--- config.mk ---
export PLATFORM = sky130hd
export DESIGN_NAME = base64url_strict_decoder
export DESIGN_NICKNAME = d
export VERILOG_FILES = /design/src/sv/b64d_pkg.sv /design/src/sv/base64url_strict_decoder.sv /design/src/sv/b64d_cfg.sv /design/src/sv/b64d_step.sv
export SDC_FILE = /design/constraint.sdc
export NUM_CORES = 1
export LEC_CHECK = 0
export BUFFER_PORTS_ARGS = -buffer_cell sky130_fd_sc_hd__buf_2
export CAP_MARGIN = 5
export CORE_AREA = 3 3 93 95
export DETAILED_ROUTE_END_ITERATION = 12
export DIE_AREA = 0 0 96 98
export PLACE_DENSITY = 0.86
export SYNTH_ARGS = -nofsm -noshare
export SYNTH_HDL_FRONTEND = slang
export SYNTH_SLANG_ARGS = --single-unit
--- constraint.sdc ---
create_clock -name i_clk -period 4.8 [get_ports i_clk]
set_input_delay 0.96 -clock i_clk [delete_from_list [all_inputs] [get_ports i_clk]]
set_output_delay 0.96 -clock i_clk [all_outputs]
set_load 0.01 [all_outputs]
--- src/sv/b64d_pkg.sv ---
// shared types, status codes and alphabet map of the base64url decoder
`timescale 1ns / 1ps

package b64d_pkg;

    localparam int unsigned CHAR_W  = 8;
    localparam int unsigned SEXT_W  = 6;
    localparam int unsigned COUNT_W = 13;
    localparam int unsigned RCNT_W  = 3;
    localparam int unsigned DATA_W  = 32;
    localparam int unsigned ADDR_W  = 3;

    localparam logic [COUNT_W-1:0] CAP_RESET = 13'd4096;
    localparam logic [COUNT_W-1:0] COUNT_MAX = 13'h1fff;

    typedef enum logic [1:0] {
        ST_OK        = 2'd0,
        ST_MALFORMED = 2'd1,
        ST_NO_SPACE  = 2'd2
    } t_status;

    typedef struct packed {
        logic [CHAR_W-1:0] char_in;
        logic              last_char;
    } t_in_beat;

    typedef struct packed {
        logic [7:0]         out_byte;
        logic               byte_valid;
        logic               done_res;
        logic [1:0]         status;
        logic [COUNT_W-1:0] byte_count;
    } t_out_beat;

    typedef struct packed {
        logic              ok;
        logic [SEXT_W-1:0] value;
    } t_sextet;

    // url-safe alphabet: A-Z, a-z, 0-9, '-', '_'
    function automatic t_sextet sextet_of(input logic [CHAR_W-1:0] c);
        t_sextet s;
        s.ok    = 1'b1;
        s.value = '0;
        if (c >= 8'h41 && c <= 8'h5a) begin
            s.value = SEXT_W'(c - 8'h41);
        end else if (c >= 8'h61 && c <= 8'h7a) begin
            s.value = SEXT_W'(c - 8'h61 + 8'd26);
        end else if (c >= 8'h30 && c <= 8'h39) begin
            s.value = SEXT_W'(c - 8'h30 + 8'd52);
        end else if (c == 8'h2d) begin
            s.value = 6'd62;
        end else if (c == 8'h5f) begin
            s.value = 6'd63;
        end else begin
            s.ok = 1'b0;
        end
        return s;
    endfunction

endpackage

--- src/sv/base64url_strict_decoder.sv ---
// top level of the strict unpadded base64url decoder
`timescale 1ns / 1ps

// Strict base64url decoder, one character per input beat with a last flag.
// A beat is registered at the input, decoded combinationally against the
// message state, and any result is registered at the output, so each
// character passes the input and output registers; the block sustains one
// character per clock while the output does not stall; the state update
// (residual bits, byte count, discard flag) sets that rate. Output stall
// is passed back to the input in the same cycle, so the input register
// keeps moving as long as the output register is empty or being drained.
// A result beat carries a decoded byte, or the final beat of the message
// with status ok, malformed (bad character, lone 6-bit group or nonzero
// leftover bits) or no space (more bytes than min(capacity, MAX_BYTES)).
// After an error the rest of the message up to its last character is
// swallowed without results. The capacity register sits at address 0 of
// the apb port and resets to 4096; write it only while the block is idle.
module base64url_strict_decoder #(
    parameter int unsigned MAX_BYTES = 4096
) (
    input  logic                              i_clk,
    input  logic                              i_rst_n,
    // input channel
    input  logic                              i_in_valid,
    output logic                              o_in_stall,
    input  b64d_pkg::t_in_beat                i_in_beat,
    // result channel
    output logic                              o_out_valid,
    input  logic                              i_out_stall,
    output b64d_pkg::t_out_beat               o_out_beat,
    // configuration port
    input  logic                              psel,
    input  logic                              penable,
    input  logic                              pwrite,
    input  logic [b64d_pkg::ADDR_W-1:0]       paddr,
    input  logic [b64d_pkg::DATA_W-1:0]       pwdata,
    output logic [b64d_pkg::DATA_W-1:0]       prdata,
    output logic                              pready
);

    // the byte count field caps any useful limit
    localparam logic [b64d_pkg::COUNT_W-1:0] LIMIT_MAX =
        (MAX_BYTES > 8191) ? b64d_pkg::COUNT_MAX : b64d_pkg::COUNT_W'(MAX_BYTES);

    logic [b64d_pkg::COUNT_W-1:0] capacity;
    logic [b64d_pkg::COUNT_W-1:0] limit;

    // input register
    logic                 r_in_valid;
    b64d_pkg::t_in_beat   r_in_beat;
    // output register
    logic                 r_out_valid, n_out_valid;
    b64d_pkg::t_out_beat  r_out_beat;

    logic                 out_load;
    logic                 step_fire;
    logic                 has_result;
    b64d_pkg::t_out_beat  result;

    b64d_cfg u_cfg (
        .i_clk      (i_clk),
        .i_rst_n    (i_rst_n),
        .psel       (psel),
        .penable    (penable),
        .pwrite     (pwrite),
        .paddr      (paddr),
        .pwdata     (pwdata),
        .prdata     (prdata),
        .pready     (pready),
        .o_capacity (capacity)
    );

    assign limit = (capacity > LIMIT_MAX) ? LIMIT_MAX : capacity;

    // output register frees up when empty or when its beat leaves
    assign out_load  = !r_out_valid || !i_out_stall;
    // the staged character is decoded when the output side can take it
    assign step_fire = r_in_valid && out_load;
    // input register may refill when empty or when it drains this cycle
    assign o_in_stall = r_in_valid && !out_load;

    b64d_step u_step (
        .i_clk        (i_clk),
        .i_rst_n      (i_rst_n),
        .i_fire       (step_fire),
        .i_beat       (r_in_beat),
        .i_limit      (limit),
        .o_has_result (has_result),
        .o_result     (result)
    );

    always_ff @(posedge i_clk) begin
        if (!i_rst_n) begin
            r_in_valid <= 1'b0;
        end else if (!o_in_stall) begin
            r_in_valid <= i_in_valid;
        end
    end

    always_ff @(posedge i_clk) begin
        if (!o_in_stall && i_in_valid) begin
            r_in_beat <= i_in_beat;
        end
    end

    always_comb begin
        n_out_valid = r_out_valid;
        if (out_load) begin
            n_out_valid = step_fire && has_result;
        end
    end

    always_ff @(posedge i_clk) begin
        if (!i_rst_n) begin
            r_out_valid <= 1'b0;
        end else begin
            r_out_valid <= n_out_valid;
        end
    end

    always_ff @(posedge i_clk) begin
        if (step_fire && has_result) begin
            r_out_beat <= result;
        end
    end

    assign o_out_valid = r_out_valid;
    assign o_out_beat  = r_out_beat;

endmodule

--- src/sv/b64d_cfg.sv ---
// apb-style register file holding the output capacity
`timescale 1ns / 1ps

module b64d_cfg (
    input  logic                                i_clk,
    input  logic                                i_rst_n,
    input  logic                                psel,
    input  logic                                penable,
    input  logic                                pwrite,
    input  logic [b64d_pkg::ADDR_W-1:0]         paddr,
    input  logic [b64d_pkg::DATA_W-1:0]         pwdata,
    output logic [b64d_pkg::DATA_W-1:0]         prdata,
    output logic                                pready,
    output logic [b64d_pkg::COUNT_W-1:0]        o_capacity
);

    logic [b64d_pkg::COUNT_W-1:0] r_capacity;
    logic                         wr_en;

    // only register zero exists, decoded on the word address bit
    assign wr_en = psel && penable && pwrite && !paddr[2];

    always_ff @(posedge i_clk) begin
        if (!i_rst_n) begin
            r_capacity <= b64d_pkg::CAP_RESET;
        end else if (wr_en) begin
            r_capacity <= pwdata[b64d_pkg::COUNT_W-1:0];
        end
    end

    assign pready     = 1'b1;
    assign prdata     = paddr[2] ? '0
                      : {{(b64d_pkg::DATA_W-b64d_pkg::COUNT_W){1'b0}}, r_capacity};
    assign o_capacity = r_capacity;

endmodule

--- src/sv/b64d_step.sv ---
// per-character decode step with the message state registers
`timescale 1ns / 1ps

module b64d_step (
    input  logic                          i_clk,
    input  logic                          i_rst_n,
    input  logic                          i_fire,
    input  b64d_pkg::t_in_beat            i_beat,
    input  logic [b64d_pkg::COUNT_W-1:0]  i_limit,
    output logic                          o_has_result,
    output b64d_pkg::t_out_beat           o_result
);

    logic [b64d_pkg::SEXT_W-1:0]  r_res_bits, n_res_bits;
    logic [b64d_pkg::RCNT_W-1:0]  r_res_cnt,  n_res_cnt;
    logic [b64d_pkg::COUNT_W-1:0] r_bytes_out, n_bytes_out;
    logic                         r_discard,  n_discard;

    b64d_pkg::t_sextet            sx;
    logic [b64d_pkg::RCNT_W-1:0]  nbits;
    logic [3:0]                   nsum;
    logic [2:0]                   nb;
    logic [11:0]                  acc;
    logic [11:0]                  shifted;
    logic [6:0]                   mask;
    logic                         byte_ready;
    logic [b64d_pkg::SEXT_W-1:0]  keep_bits;

    assign sx    = b64d_pkg::sextet_of(i_beat.char_in);
    assign nbits = (r_res_cnt > 3'd6) ? 3'd6 : r_res_cnt;
    assign nsum  = {1'b0, nbits} + 4'd6;
    assign byte_ready = nsum >= 4'd8;
    assign nb    = byte_ready ? 3'(nsum - 4'd8) : nsum[2:0];
    assign acc   = {r_res_bits, sx.value};
    assign shifted   = acc >> nb;
    assign mask      = (7'd1 << nb) - 7'd1;
    assign keep_bits = acc[5:0] & mask[5:0];

    always_comb begin
        n_res_bits   = r_res_bits;
        n_res_cnt    = r_res_cnt;
        n_bytes_out  = r_bytes_out;
        n_discard    = r_discard;
        o_has_result = 1'b0;
        o_result     = '0;
        if (i_fire) begin
            if (r_discard) begin
                if (i_beat.last_char) begin
                    n_discard = 1'b0;
                end
            end else if (!sx.ok || (byte_ready && r_bytes_out >= i_limit)) begin
                o_has_result        = 1'b1;
                o_result.done_res   = 1'b1;
                o_result.status     = sx.ok ? b64d_pkg::ST_NO_SPACE
                                            : b64d_pkg::ST_MALFORMED;
                o_result.byte_count = r_bytes_out;
                n_res_bits  = '0;
                n_res_cnt   = '0;
                n_bytes_out = '0;
                n_discard   = !i_beat.last_char;
            end else begin
                if (byte_ready) begin
                    o_result.out_byte   = shifted[7:0];
                    o_result.byte_valid = 1'b1;
                    n_bytes_out = r_bytes_out + 1'b1;
                end
                n_res_cnt  = nb;
                n_res_bits = keep_bits;
                if (i_beat.last_char) begin
                    o_has_result        = 1'b1;
                    o_result.done_res   = 1'b1;
                    o_result.status     = (nb >= 3'd6 || keep_bits != '0)
                                        ? b64d_pkg::ST_MALFORMED : b64d_pkg::ST_OK;
                    o_result.byte_count = n_bytes_out;
                    n_res_bits  = '0;
                    n_res_cnt   = '0;
                    n_bytes_out = '0;
                end else begin
                    o_has_result = byte_ready;
                end
            end
        end
    end

    always_ff @(posedge i_clk) begin
        if (!i_rst_n) begin
            r_res_bits  <= '0;
            r_res_cnt   <= '0;
            r_bytes_out <= '0;
            r_discard   <= 1'b0;
        end else begin
            r_res_bits  <= n_res_bits;
            r_res_cnt   <= n_res_cnt;
            r_bytes_out <= n_bytes_out;
            r_discard   <= n_discard;
        end
    end

endmodule

==> results.yml <==
outcome:
  status: "complete, no violations"
clock_network:
  htree_levels: 3
  cts_tree: "yes"
  cts_buffer_depth: 2
  cts_root_buf: "clkbuf_8"
  numCtsBuffers: 9
  clk_latency_ps: 350
  cts_sinks: 72
  post-cts-setup-buffers: 0
  clkSlewWorstSetupHoldPaths_ps: 80
  hold_buffers: 0
  cts-resized-gates: 0
routing:
  drc_errors: 0
  dr.first_iter.drc_count: 615
  dr.pass1.iters: 5
  vias: 4215
  routed_wl_mm: 10.5
  ant_nets: 0
  wl_per_cell_um: 14.7
  via_per_inst: 5.92
timing:
  finalSetupViolCount: 0
  fin_crit_ps: 3750
  clock.fmax_mhz: 267
  finalCritPeriodShare_pct: 78.1
  hold_slack_ps: 478
  max_slew_margin_pct: 31.9
  rsz0062_at_grt: "false"
  finalHoldViolCount: 0
  clock_skew_ps: 13.9
  setup_tns_ps: 0
  worst_pin_slew_ps: 1010
  slew_violations: 0
finish:
  drive_gt1_share_pct: 17.9
  utilization_pct: 65.9
  final-seq-area_um2: 1780
  area.growth.synth_to_final_pct: 10.2
  num-fill-cells: 660
  multi_input_area_um2: 2590
  antennaDiodeCount: 0
  layout.nets: 682
setup_path:
  path_buf_inv: 2
  r2r-start: "r_in_beat[3]"
  cpPeakStageDelay_ps: 750
  worstPathRequired_ps: 4770
  r2r_setup_slack_ps: 1050
  arrival_ps: 3720
  cp_top_family: "compound AO/OA/AOI/OAI gates"
  worstSetupPathType: "reg2reg"
  path_cells: "inv_1 -> ha_1 -> a21o_1 -> a311oi_4 -> a211oi_2 -> or2_1 -> o21ai_2 -> inv_1"
  start_kind: "flop"
  critPathMostFrequentCell: "inv_1"
  r2r_end: "o_out_beat[4]"
  critPathSlowestCell: "inv_1"
  r2r_cells: 8
  cp-end-kind: "flop"
  worstPathMaxFanout: 25
synthesis:
  synth.area.top_cells: "edfxtp_1 (22%), dfxtp_1 (16%), nand2_1 (8.0%), ha_1 (7.0%), a21oi_1 (5.3%)"
  synth_area_um2: 4670
  synth_top_area_share_pct: 21.9
  synth.avg_cell_area_um2: 8.40
  yosysUniqueCellTypes: 63
  synth_most_common_cell: "nand2_1"
  synth_edf_count: 34
  synthTopCellsByCount: "nand2_1 (99), a21oi_1 (49), nor2_1 (48)"
  synth_seq_area_share_pct: 38.1
  synthArstFlopShare_pct: 0
  yosysTopAreaCell: "edfxtp_1"
  ys_ff_latch: 72
  ys_warn_count: 0
  synthCells: 556
  synth_ff_type: "dfxtp_1"
floorplanning:
  core-area_um2: 7810
  die_w_um: 96
  fp.dieH_um: 98
  die_area_um2: 9410
  rows: 32
  ioPinCount: 111
  initial_core_util_pct: 59.8
hold_path:
  min_path_type: "reg2reg"
  worstHoldPathCells: 2
  hold_end: "u_cfg.o_capacity[7]"
  hold_start: "u_cfg.o_capacity[7]"
global_routing:
  grt_use_total_pct: 23.0
  grt_max_degree: 37
  antenna_found_initial: 0
  grt_pass1_wl_mm: 17.7
  grt_pass1_vias: 3814
  gr-total-overflow: 0
power_and_ir_drop:
  vdd_drop_max_v: 0.000212
  p_per_area_nw_per_um2: 264
  p_leak_nw: 1.97
placement:
  port_buffers: 69
  dp.final_hpwl_mm: 7.49
  place_congestion: 0.955
run:
  timing.max_cap.violations: 0
## layout make-up
type                       count  share of cell area, %
clock buffer                  10                   2.89
clock inverter                 6                   1.43
inverter                      14                   1.02
multi-input combinational    435                   50.3
sequential                    72                   34.6
tap                          102                   2.48
timing repair buffer          73                   7.29
## sequential cells by signal, indices dropped and copies added (netlist names)
name                count
o_out_beat             25
o_out_valid             1
r_in_beat               9
r_in_valid              1
u_cfg.o_capacity       13
u_step.r_bytes_out     13
u_step.r_discard        1
u_step.r_res_bits       6
u_step.r_res_cnt        3
## per-layer routing
layer	routed length (µm)	part of all wire [%]	global-route usage (%)
met2	4810	46	36.1
met4	238	2.3	9.41
met3	916	8.7	3.16
met5	0	0	0
met1	4520	43	31.6
## tightest hold or removal path, stage by stage, from the launching register on
cell and delay, ps:
dfxtp_1 330, nand2_1 60, a21oi_1 50
## cells by family (layout without fill, tap and decap cells)
family,after synthesis,count (layout),synth area share (%)
buffers and inverters,67,103,7.90
AOI/OAI and AO/OA,129,129,18.1
adders and majority gates,26,26,6.96
xor gates and xnor gates,5,5,0.938
and+or+nand+nor,248,248,26.3
muxes,7,7,1.50
DFF,72,72,38.1
other,2,20,0.161
## worst max path at each step
stage            startpoint             end  slack [ps]  depth (start not counted)
6_report       r_in_beat[3]   o_out_beat[4]        1050                          8
3_5_place_dp   r_in_beat[3]   o_out_beat[8]        1110                          8
2_1_floorplan  r_in_beat[2]   o_out_beat[0]        1920                          9
3_3_place_gp   r_in_beat[2]  o_out_beat[17]        1240                          8
5_1_grt        r_in_beat[3]   o_out_beat[4]         760                          8
4_1_cts        r_in_beat[3]   o_out_beat[4]        1090                          8
## stage by stage
| stage | power, mW | setup slack, ps | cell area (µm²) | std cells |
|---|---|---|---|---|
| global placement | 0.840 | 1240 | 4920 | 696 |
| detailed placement | 0.845 | 1110 | 4920 | 696 |
| finish | 1.36 | 1050 | 5150 | 712 |
| global route | 1.41 | 755 | 5150 | 712 |
| CTS | 1.36 | 1090 | 5150 | 712 |
| floorplan | 0.813 | 1920 | 4740 | 574 |
## power by group
| part | internal, mW | switching [mW] | total (mW) |
|---|---|---|---|
| Sequential | 0.662 | 0.0173 | 0.680 |
| Clock | 0.278 | 0.245 | 0.523 |
| Combinational | 0.0533 | 0.101 | 0.154 |
| Total | 0.994 | 0.363 | 1.36 |
## placed cells by master (no fill, tap or decap), types with 3 or more instances in the layout
| cell type | synthesis | routed |
|---|---|---|
| mux2i_1 | 7 | 7 |
| or2_2 | 3 | 3 |
| nand2b_1 | 4 | 4 |
| nor4_1 | 4 | 4 |
| nor3_2 | 3 | 3 |
| o21ai_0 | 20 | 20 |
| and4b_1 | 3 | 3 |
| a21o_1 | 4 | 4 |
| and2_1 | 5 | 5 |
| o31ai_1 | 3 | 3 |
| conb_1 | 2 | 20 |
| or2_1 | 3 | 3 |
| and3_1 | 4 | 4 |
| nand3_1 | 22 | 22 |
| nor2_1 | 48 | 48 |
| buf_4 | 22 | 4 |
| inv_1 | 12 | 12 |
| a311oi_1 | 4 | 4 |
| edfxtp_1 | 34 | 34 |
| nand2_1 | 99 | 99 |
| a311o_1 | 5 | 5 |
| clkbuf_8 | 0 | 9 |
| buf_2 | 4 | 69 |
| a21oi_1 | 49 | 49 |
| clkinv_4 | 0 | 3 |
| a22oi_1 | 3 | 3 |
| nand4_1 | 13 | 13 |
| nor2b_1 | 17 | 17 |
| xnor2_1 | 4 | 4 |
| o22ai_1 | 4 | 4 |
| ha_1 | 26 | 26 |
| dfxtp_1 | 38 | 38 |
| nor3_1 | 9 | 9 |
| a211oi_1 | 8 | 8 |
| a31oi_1 | 11 | 11 |
Power figures use the tool's default switching activity.
